<file path="config.mk">
export PLATFORM = sky130hd
export DESIGN_NAME = connection_table_first_free_unit
export DESIGN_NICKNAME = d
export VERILOG_FILES = /design/src/hw/rtl/ctff_pkg.sv /design/src/hw/rtl/ctff_table_ram.sv /design/src/hw/rtl/connection_table_first_free_unit.sv
export VERILOG_INCLUDE_DIRS = /design/src /design/src/hw/rtl
export SDC_FILE = /design/constraint.sdc
export NUM_CORES = 2
export LEC_CHECK = 0
export BUFFER_PORTS_ARGS = -buffer_cell sky130_fd_sc_hd__clkbuf_2
export CAP_MARGIN = 40
export CORE_ASPECT_RATIO = 0.9
export CORE_UTILIZATION = 55
export CTS_BUF_LIST = sky130_fd_sc_hd__clkbuf_16
export DETAILED_ROUTE_END_ITERATION = 7
export MAX_ROUTING_LAYER = met4
export PLACE_DENSITY_LB_ADDON = 0.1
export REMOVE_ABC_BUFFERS = 1
export SYNTH_ARGS = -nofsm -noshare
export SYNTH_HDL_FRONTEND = slang
export SYNTH_SLANG_ARGS = --single-unit
</file>
<file path="constraint.sdc">
create_clock -name clk -period 4.9 [get_ports clk]
set_clock_uncertainty 0.2 [all_clocks]
set_input_delay 0.98 -clock clk [delete_from_list [all_inputs] [get_ports clk]]
set_output_delay 0.98 -clock clk [all_outputs]
set_load 0.1 [all_outputs]
</file>
<file path="src/hw/rtl/connection_table_first_free_unit_macros.svh">
// Assertion macros used by the connection table RTL.
`ifndef CONNECTION_TABLE_FIRST_FREE_UNIT_MACROS_SVH
`define CONNECTION_TABLE_FIRST_FREE_UNIT_MACROS_SVH

`ifndef ASSERT_OFF
`define CTFF_ASSERT_IMPLY(label, clk, rst_n, pre, post, msg) \
  label: assert property (@(posedge clk) disable iff (!rst_n) (pre) |-> (post)) \
    else $error(msg);
`define CTFF_ASSERT_NEXT(label, clk, rst_n, pre, post, msg) \
  label: assert property (@(posedge clk) disable iff (!rst_n) (pre) |=> (post)) \
    else $error(msg);
`else
`define CTFF_ASSERT_IMPLY(label, clk, rst_n, pre, post, msg)
`define CTFF_ASSERT_NEXT(label, clk, rst_n, pre, post, msg)
`endif

`endif

</file>
<file path="src/hw/rtl/ctff_pkg.sv">
`default_nettype none
package ctff_pkg;

  localparam int TABLE_ENTRIES = 32;

  localparam int OP_W     = 2;
  localparam int HANDLE_W = 16;
  localparam int KEY_W    = 31;
  localparam int STATUS_W = 2;
  localparam int SLOT_W   = 5;

  localparam int IN_DATA_W  = 56;
  localparam int OUT_DATA_W = 24;

  localparam logic [OP_W-1:0] OP_INSERT = 2'd0;
  localparam logic [OP_W-1:0] OP_REMOVE = 2'd1;
  localparam logic [OP_W-1:0] OP_LOOKUP = 2'd2;

  localparam logic [STATUS_W-1:0] ST_OK      = 2'd0;
  localparam logic [STATUS_W-1:0] ST_FULL    = 2'd1;
  localparam logic [STATUS_W-1:0] ST_NOMATCH = 2'd2;

  typedef struct packed {
    logic [HANDLE_W-1:0] handle;
    logic [KEY_W-1:0]    key;
  } entry_t;

endpackage
`default_nettype wire

</file>
<file path="src/hw/rtl/ctff_table_ram.sv">
`default_nettype none
module ctff_table_ram #(
  parameter int DEPTH = ctff_pkg::TABLE_ENTRIES,
  parameter int AW    = (DEPTH > 1) ? $clog2(DEPTH) : 1
) (
  input  wire logic             clk,
  input  wire logic             we,
  input  wire logic [AW-1:0]    waddr,
  input  wire ctff_pkg::entry_t wdata,
  input  wire logic             re,
  input  wire logic [AW-1:0]    raddr,
  output ctff_pkg::entry_t      rdata
);

  ctff_pkg::entry_t mem [DEPTH];
  ctff_pkg::entry_t rdata_r;

  always_ff @(posedge clk) begin
    if (we) begin
      mem[waddr] <= wdata;
    end
  end

  always_ff @(posedge clk) begin
    if (re) begin
      rdata_r <= mem[raddr];
    end
  end

  assign rdata = rdata_r;

endmodule
`default_nettype wire

</file>
<file path="src/hw/rtl/connection_table_first_free_unit.sv">
// Insert scans from entry 0 for the first free entry and writes it there, or answers
// ST_FULL when the table is full.
// Remove and lookup read from entry 0 and stop at the first match, or answer ST_NOMATCH.
// An unused operation code answers ST_NOMATCH without a scan. One operation is in flight at a
// time: the next word is accepted once the result word is registered, or later if
// the previous result word is still waiting at the output.
// Synchronous active-low reset clears all valid marks at once; no clearing pass is needed.
`default_nettype none
`include "connection_table_first_free_unit_macros.svh"
module connection_table_first_free_unit #(
  parameter int TABLE_ENTRIES = ctff_pkg::TABLE_ENTRIES
) (
  input  wire logic                            clk,
  input  wire logic                            rst_n,
  input  wire logic                            in_tvalid,
  output logic                                 in_tready,
  // operation [1:0], conn_handle [17:2], user_key [48:18], zero [55:49]
  input  wire logic [ctff_pkg::IN_DATA_W-1:0]  in_tdata,
  output logic                                 out_tvalid,
  input  wire logic                            out_tready,
  // status [1:0], found_handle [17:2], slot_index [22:18], zero [23]
  output logic [ctff_pkg::OUT_DATA_W-1:0]      out_tdata
);

  localparam int IW = (TABLE_ENTRIES > 1) ? $clog2(TABLE_ENTRIES) : 1;
  localparam logic [IW-1:0] LAST_IDX = IW'(TABLE_ENTRIES - 1);
  localparam int OUT_PAD = ctff_pkg::OUT_DATA_W - ctff_pkg::STATUS_W
                           - ctff_pkg::HANDLE_W - ctff_pkg::SLOT_W;

  typedef enum logic [3:0] {
    S_IDLE = 4'b0001,
    S_INS  = 4'b0010,
    S_SCAN = 4'b0100,
    S_RES  = 4'b1000
  } state_t;

  state_t state_r, state_nxt;

  logic [ctff_pkg::OP_W-1:0]     op_r, op_nxt;
  logic [ctff_pkg::HANDLE_W-1:0] handle_r, handle_nxt;
  logic [ctff_pkg::KEY_W-1:0]    key_r, key_nxt;
  logic [IW-1:0]                 idx_r, idx_nxt;
  logic                          issue_more_r, issue_more_nxt;
  logic                          chk_vld_r, chk_vld_nxt;
  logic [IW-1:0]                 chk_idx_r, chk_idx_nxt;
  logic [TABLE_ENTRIES-1:0]      valid_r, valid_nxt;

  logic [ctff_pkg::STATUS_W-1:0] res_status_r, res_status_nxt;
  logic [ctff_pkg::HANDLE_W-1:0] res_found_r, res_found_nxt;
  logic [ctff_pkg::SLOT_W-1:0]   res_slot_r, res_slot_nxt;

  logic                          out_tvalid_r, out_tvalid_nxt;
  logic [ctff_pkg::OUT_DATA_W-1:0] out_tdata_r, out_tdata_nxt;

  logic             ram_we;
  logic             ram_re;
  logic [IW-1:0]    ram_raddr;
  ctff_pkg::entry_t ram_wdata;
  ctff_pkg::entry_t ram_rdata;

  logic in_accept;
  logic hit;

  ctff_table_ram #(
    .DEPTH(TABLE_ENTRIES),
    .AW   (IW)
  ) u_ram (
    .clk  (clk),
    .we   (ram_we),
    .waddr(idx_r),
    .wdata(ram_wdata),
    .re   (ram_re),
    .raddr(ram_raddr),
    .rdata(ram_rdata)
  );

  assign in_tready  = (state_r == S_IDLE);
  assign in_accept  = in_tvalid && in_tready;
  assign out_tvalid = out_tvalid_r;
  assign out_tdata  = out_tdata_r;

  assign ram_wdata.handle = handle_r;
  assign ram_wdata.key    = key_r;
  assign ram_raddr        = idx_r;

  always_comb begin
    if (op_r == ctff_pkg::OP_REMOVE) begin
      hit = valid_r[chk_idx_r] && (ram_rdata.handle == handle_r);
    end else begin
      hit = valid_r[chk_idx_r] && (ram_rdata.key == key_r);
    end
  end

  always_comb begin
    state_nxt      = state_r;
    op_nxt         = op_r;
    handle_nxt     = handle_r;
    key_nxt        = key_r;
    idx_nxt        = idx_r;
    issue_more_nxt = issue_more_r;
    chk_vld_nxt    = chk_vld_r;
    chk_idx_nxt    = chk_idx_r;
    valid_nxt      = valid_r;
    res_status_nxt = res_status_r;
    res_found_nxt  = res_found_r;
    res_slot_nxt   = res_slot_r;
    out_tvalid_nxt = out_tvalid_r && !out_tready;
    out_tdata_nxt  = out_tdata_r;
    ram_we         = 1'b0;
    ram_re         = 1'b0;

    case (state_r)
      S_IDLE: begin
        if (in_accept) begin
          op_nxt         = in_tdata[1:0];
          handle_nxt     = in_tdata[17:2];
          key_nxt        = in_tdata[48:18];
          idx_nxt        = '0;
          chk_vld_nxt    = 1'b0;
          issue_more_nxt = 1'b0;
          res_found_nxt  = '0;
          res_slot_nxt   = '0;
          if (in_tdata[1:0] == ctff_pkg::OP_INSERT) begin
            state_nxt = S_INS;
          end else if (in_tdata[1:0] == ctff_pkg::OP_REMOVE ||
                       in_tdata[1:0] == ctff_pkg::OP_LOOKUP) begin
            issue_more_nxt = 1'b1;
            state_nxt      = S_SCAN;
          end else begin
            res_status_nxt = ctff_pkg::ST_NOMATCH;
            state_nxt      = S_RES;
          end
        end
      end
      S_INS: begin
        if (!valid_r[idx_r]) begin
          ram_we           = 1'b1;
          valid_nxt[idx_r] = 1'b1;
          res_status_nxt   = ctff_pkg::ST_OK;
          res_slot_nxt     = ctff_pkg::SLOT_W'(idx_r);
          state_nxt        = S_RES;
        end else if (idx_r == LAST_IDX) begin
          res_status_nxt = ctff_pkg::ST_FULL;
          state_nxt      = S_RES;
        end else begin
          idx_nxt = idx_r + IW'(1);
        end
      end
      S_SCAN: begin
        ram_re      = issue_more_r;
        chk_vld_nxt = issue_more_r;
        chk_idx_nxt = idx_r;
        if (issue_more_r) begin
          issue_more_nxt = (idx_r != LAST_IDX);
          if (idx_r != LAST_IDX) begin
            idx_nxt = idx_r + IW'(1);
          end
        end
        if (chk_vld_r) begin
          if (hit) begin
            res_status_nxt = ctff_pkg::ST_OK;
            res_slot_nxt   = ctff_pkg::SLOT_W'(chk_idx_r);
            if (op_r == ctff_pkg::OP_LOOKUP) begin
              res_found_nxt = ram_rdata.handle;
            end else begin
              valid_nxt[chk_idx_r] = 1'b0;
            end
            chk_vld_nxt    = 1'b0;
            issue_more_nxt = 1'b0;
            state_nxt      = S_RES;
          end else if (chk_idx_r == LAST_IDX) begin
            res_status_nxt = ctff_pkg::ST_NOMATCH;
            chk_vld_nxt    = 1'b0;
            issue_more_nxt = 1'b0;
            state_nxt      = S_RES;
          end
        end
      end
      S_RES: begin
        if (!out_tvalid_r || out_tready) begin
          out_tvalid_nxt = 1'b1;
          out_tdata_nxt  = {{OUT_PAD{1'b0}}, res_slot_r, res_found_r, res_status_r};
          state_nxt      = S_IDLE;
        end
      end
      default: begin
        state_nxt = S_IDLE;
      end
    endcase
  end

  always_ff @(posedge clk) begin
    if (!rst_n) begin
      state_r      <= S_IDLE;
      issue_more_r <= 1'b0;
      chk_vld_r    <= 1'b0;
      valid_r      <= '0;
      out_tvalid_r <= 1'b0;
    end else begin
      state_r      <= state_nxt;
      issue_more_r <= issue_more_nxt;
      chk_vld_r    <= chk_vld_nxt;
      valid_r      <= valid_nxt;
      out_tvalid_r <= out_tvalid_nxt;
    end
  end

  always_ff @(posedge clk) begin
    op_r         <= op_nxt;
    handle_r     <= handle_nxt;
    key_r        <= key_nxt;
    idx_r        <= idx_nxt;
    chk_idx_r    <= chk_idx_nxt;
    res_status_r <= res_status_nxt;
    res_found_r  <= res_found_nxt;
    res_slot_r   <= res_slot_nxt;
    out_tdata_r  <= out_tdata_nxt;
  end

  `CTFF_ASSERT_NEXT(a_accept_leaves_idle, clk, rst_n, in_accept, state_r != S_IDLE,
                    "accepted word did not start an operation")
  `CTFF_ASSERT_IMPLY(a_check_only_in_scan, clk, rst_n, chk_vld_r, state_r == S_SCAN,
                     "compare pending outside of a scan")
  `CTFF_ASSERT_IMPLY(a_insert_free_entry, clk, rst_n, ram_we, !valid_r[idx_r],
                     "insert overwrote a valid entry")
  `CTFF_ASSERT_IMPLY(a_handle_zero_on_fail, clk, rst_n,
                     out_tvalid_r && out_tdata_r[1:0] != ctff_pkg::ST_OK,
                     out_tdata_r[17:2] == '0, "failed operation returned a handle")

endmodule
`default_nettype wire
</file>
# After elaboration in Yosys (flattened, before gate mapping)
# Memories as Yosys holds them, arrays and structs flattened. A register that Yosys moved wholly into a read port is not among the register bits.
# Index checks and enable logic that the tools add are counted.
[op_classes]
n_addsub = 1
order_cmp = 4
n_eq_ne = 28
n_mux = 68
bitwise_logic = 3
n_reduce_logical = 23
[ops]
columns = ["op", "count"]
rows = [
  ["$mux W32", 4],
  ["$mux W16", 4],
  ["$pmux W32 S2", 1],
  ["$mux W5", 8],
  ["$mux W4", 9],
  ["$and A32 B32 Y32", 1],
  ["$not A32 Y32", 1],
  ["$or A32 B32 Y32", 1],
  ["$pmux W16 S2", 1],
  ["$eq A31 B31 Y1", 1],
  ["$pmux W5 S3", 2],
  ["$ne A2 B2 Y1 const B", 12],
  ["$mux W1", 23],
  ["$reduce_and A5 Y1", 4],
  ["$eq A16 B16 Y1", 1],
  ["$mux W2", 8],
  ["$pmux W4 S4", 1],
  ["$lt A5 B6 Y1 const B", 2],
  ["$bmux W1 S5", 2],
  ["$demux W1 S5", 2],
  ["$eq A5 B5 Y1 const B", 2],
  ["$ge A5 B1 Y1 const B", 2],
  ["$reduce_and A7 Y1", 1],
  ["$logic_and A1 B1 Y1", 6],
  ["other kinds (19)", 28],
]
[totals]
reg_bits = 144
mem_bits_rw = 1504
in_bits = 60
output_inout_bits = 26
wordCells = 142
memories = 1
[mem_list]
columns = ["memory", "words", "width", "read_ports", "rd_clocked_by_memory_dff", "wr", "line_no", "rtl"]
rows = [
  ["u_ram.mem", 32, 47, 1, 1, 1, "ctff_table_ram.sv:15", "ctff_pkg::entry_t mem [DEPTH];"],
]

# Logic depth before layout (Yosys ltp)
[logic_depth]
word_depth = 10
depth_mapped = 11
ltp_nobuf = 7

# Modules after synthesis
# A second synthesis with hierarchy kept.
[unflattened]
cells_unflattened = 3834
area_unflattened_um2 = 66637.7
[by_module_without_submodules]
columns = ["mod", "n_inst", "cells_each", "area_per_inst_um2", "seq_area_each_um2"]
rows = [
  ["ctff_table_ram", 1, 3296, 59940.0, 46574.7],
  ["connection_table_first_free_unit", 1, 538, 6697.7, 3933.8],
]

# Worst setup path after synthesis
# Ideal clock, no wire load.
[synth_timing]
path_kind = "reg2reg"
startpoint = "register idx_r[0]"
endpoint = "memory u_ram.mem[0][0] (netlist bit), enable pin"
t_arrival_ns = 4.013
path_slack_ns = 0.235
stages_incl_launch_ff = 8
n_path_buf = 1
path_cell_list = "edfxtp_1 -> buf_6 -> mux4_2 -> a22o_1 -> a21o_1 -> nor4_4 -> nand2_1 -> nor2_1"
[synth_via]
elab_chain_cells = 6
[synth_lines]
columns = ["item", "line_no", "rtl"]
rows = [
  ["from (decl)", "connection_table_first_free_unit.sv:42", "logic [IW-1:0] idx_r, idx_nxt;"],
  ["from (signal assigned)", "connection_table_first_free_unit.sv:212", "idx_r <= idx_nxt;"],
  ["$bmux W1 S5", "connection_table_first_free_unit.sv:136", "if (!valid_r[idx_r]) begin"],
  ["$mux W1 (implied by the code)", "connection_table_first_free_unit.sv:136", ""],
  ["$mux W1", "connection_table_first_free_unit.sv:136", ""],
  ["$mux W1", "connection_table_first_free_unit.sv:112", "case (state_r)"],
  ["$mux W1", "ctff_table_ram.sv:19", "if (we) begin"],
  ["$mux W1 (implied by the code)", "ctff_table_ram.sv:20", "mem[waddr] <= wdata;"],
  ["to (decl)", "ctff_table_ram.sv:15", ""],
]
# Several ways; a longest one is shown, not always the timed one. The select of a mux whose other input is x is not followed.

# Worst setup path after layout
[layout_timing]
startpoint = "register idx_r[0]"
endpoint = "memory u_ram.mem[23][4] (netlist bit), enable pin"
# The elaborated chain is that of the path after synthesis.

==> impl_metrics.ini <==
[placed_design]
place_area_mm2 = 0.0680
portBuffers = 77
hpwlAfterDp_um = 84700
gp_congestion = 0.847

[synth]
yosysSeqAreaShare_pct = 78.5
synth_edf_count = 1656
syn_area_mm2 = 0.0643
yosys-top-cells-count = 1656 x edfxtp_1, 381 x mux4_2, 158 x a22oi_1
ys_ff_latch = 1695
yosys_most_used_dff = edfxtp_1
ys_top_cells_by_area = edfxtp_1 77%, mux4_2 13%, a22oi_1 1.8%
yosysWarnings = 0
post-synth-top-area-cell = edfxtp_1
syn_area_per_cell_um2 = 22.1
netlist.area_leader.share_pct = 77.3
ys_async_sr_fraction_pct = 0
synth_cell_types = 56
synth_most_common_cell = edfxtp_1
synthCells = 2915

[setup_path]
slowest_delay_ps = 770
cp-start-kind = flop
required_ps = 5180
path_max_fanout = 17
crit_type = reg2reg
crit_chain = mux4_2, a22o_1, a21o_1, nor4_4, buf_4, and2_0, nand2_1, clkinv_2, buf_12
path_buf_inv = 3
crit_family = simple AND/OR/NAND/NOR gates
cp.arrival_ps = 4660
cp_slowest_cell = edfxtp_1
worstSetupEndpointType = flop

[clock_network]
ctsResizeCount = 0
cts-root-buf = clkbuf_16
clkSinkCount = 1695
clkSlewWorstSetupHoldPaths_ps = 60
cts_buffers = 164
clock_latency_ps = 790
post-cts-setup-buffers = 0
htree_levels = 4
tritoncts = done
cts_hold_buf = 0
cts_buffer_depth = 3

[global_routing]
grt.overflow.total = 0
grt_pass1_vias = 31631
grt_usage_pct = 28.3
grt_pass1_wl_um = 227000
antenna_found_initial = 1
grt_start_max_net_pins = 150

[routing]
drtIter0Drc = 3883
first_pass_iters = 5
routed_wl_um = 159000
vias = 31526
via_per_inst = 6.51
ant_nets = 0
drcViolationCount = 0
wl_per_cell_um = 32.8

[power_and_ir_drop]
peakVddDrop_uv = 382
power.switching_mw = 9.31
power_mw = 35.7
combPwrFrac_pct = 18.9
p_int_mw = 26.4
p_clk_share_pct = 33.9
power_frac_seq_pct = 47.2
switching_share_pct = 26.0
cellPowerDensity_mw_per_mm2 = 488
p_leak_nw = 23.0

[finish]
syn2layout_area_growth_pct = 13.8
nets = 3214
drive_above_1_share_pct = 26.8
nFillCells = 7817
stdcell_area_mm2 = 0.0732
antenna_cells = 0

[worst_hold_path]
hp-class = in2reg

[timing]
setup_viol = 0
worst_pin_slew_ps = 1110
hold_viol_final = 0
fmax_mhz = 228
setup_tns_ps = 0
relSlewSlack_pct = 26.3
period_minus_slack_ps = 4380
grt_setup_unrepaired = false
post-route-period-util_pct = 89.4
slew_violations = 0

[floorplan]
die_h_um = 326
core_mm2 = 0.115
die_w_um = 363
rows = 118
dieArea_mm2 = 0.118
floorplan.initialDensity_pct = 55.7
pin_count = 86

[status]
run_status = complete, no violations

[run]
max_cap_viol_count = 0
-- layer usage --
metal / share of wire, % / track usage (%)
met4: 2.2 / 7.47
met2: 47 / 42.1
met3: 8.4 / 4.84
met1: 42 / 41.2
met5: 0 / -
-- registers in the layout, summed over array words and instances (netlist names), 2 cells and up --
| register | cells |
|---|---|
| res_found_r | 16 |
| op_r | 2 |
| u_ram.mem | 1504 |
| res_status_r | 2 |
| chk_idx_r | 5 |
| u_ram.rdata | 47 |
| key_r | 31 |
| idx_r | 5 |
| out_tdata | 23 |
| state_r | 4 |
| valid_r | 32 |
| res_slot_r | 5 |
| handle_r | 16 |
-- final cells by class --
type                    instances  area, um^2  area share, %
repair buffers                230        2350           3.21
clock buffers                 169        4230           5.77
clock inverters               129         928           1.27
well taps                    1560        1950           2.67
inverters                      33         151          0.207
multi-input cells            1023       13100           17.9
flip-flops and latches       1695       50500           69.0
-- cells in the final DEF (no fill, tap or decap), types with 4 or more instances in the layout --
master / n
mux4_2: 381
buf_12: 44
xnor2_1: 13
nand2b_1: 6
nand3b_1: 6
and3_1: 37
nor3_1: 4
a22o_1: 4
nand3_1: 16
clkinv_1: 43
nor2b_1: 5
nor2_1: 18
nor4_1: 17
mux2i_1: 57
clkbuf_2: 77
o31ai_1: 10
o22ai_1: 8
a21oi_1: 33
bufinv_16: 11
nand4_1: 22
clkinvlp_4: 7
a22oi_1: 158
inv_1: 48
o21ai_0: 44
and2_1: 21
edfxtp_1: 1656
buf_16: 12
o41ai_1: 14
nor2_4: 10
buf_4: 94
nand2_1: 53
clkinv_2: 37
inv_6: 8
dfxtp_1: 39
ha_1: 7
xor2_1: 36
clkbuf_16: 170
-- final timing paths --
| kind | endpoint | slack (ps) | from | cells after the start |
|---|---|---|---|---|
| setup reg to reg | u_ram.mem[23][4] | 520 | idx_r[0] | 9 |
| hold reg to reg | out_tdata[2] | 220 | res_found_r[0] | 0 |
| setup / recovery | u_ram.mem[23][4] | 520 | idx_r[0] | 9 |
| hold / removal | handle_r[0] | 160 | in_tdata[2] | 1 |
-- logic make-up after synthesis --
group / Yosys count / synth area share (%)
simple gates: 243 / 2.10
buf+inv: 197 / 1.30
mux: 438 / 14.2
other cells: 1 / 0.00583
compound gates: 285 / 3.06
xor+xnor: 49 / 0.667
flops: 1695 / 78.5
fa+ha+maj: 7 / 0.136
-- power groups by stage --
stage	registers [mW]	logic, mW	clock network, mW
2_1_floorplan	17.9	4.15	0
6_report	16.9	6.75	12.1
5_1_grt	16.9	7.19	12.8
3_3_place_gp	17.3	6.46	0
4_1_cts	16.9	6.78	12.3
3_5_place_dp	17.2	6.76	0
-- worst register-to-register path, stage by stage, from the launching register on --
cell	delay, ps
edfxtp_1	770
mux4_2	600
a22o_1	290
a21o_1	210
nor4_4	300
buf_4	210
and2_0	540
nand2_1	200
clkinv_2	460
buf_12	260
-- metrics by stage --
step	util (%)	setup WS, ps	instances	hold WS (ps)
floorplan	-	-14400	2751	200
global placement	58.6	669	4525	203
detailed placement	58.9	655	4538	205
CTS	63.4	598	4836	101
global route	63.4	431	4839	128
finish	63.4	517	4839	162
Note: power is estimated with default switching activity, not from simulation.
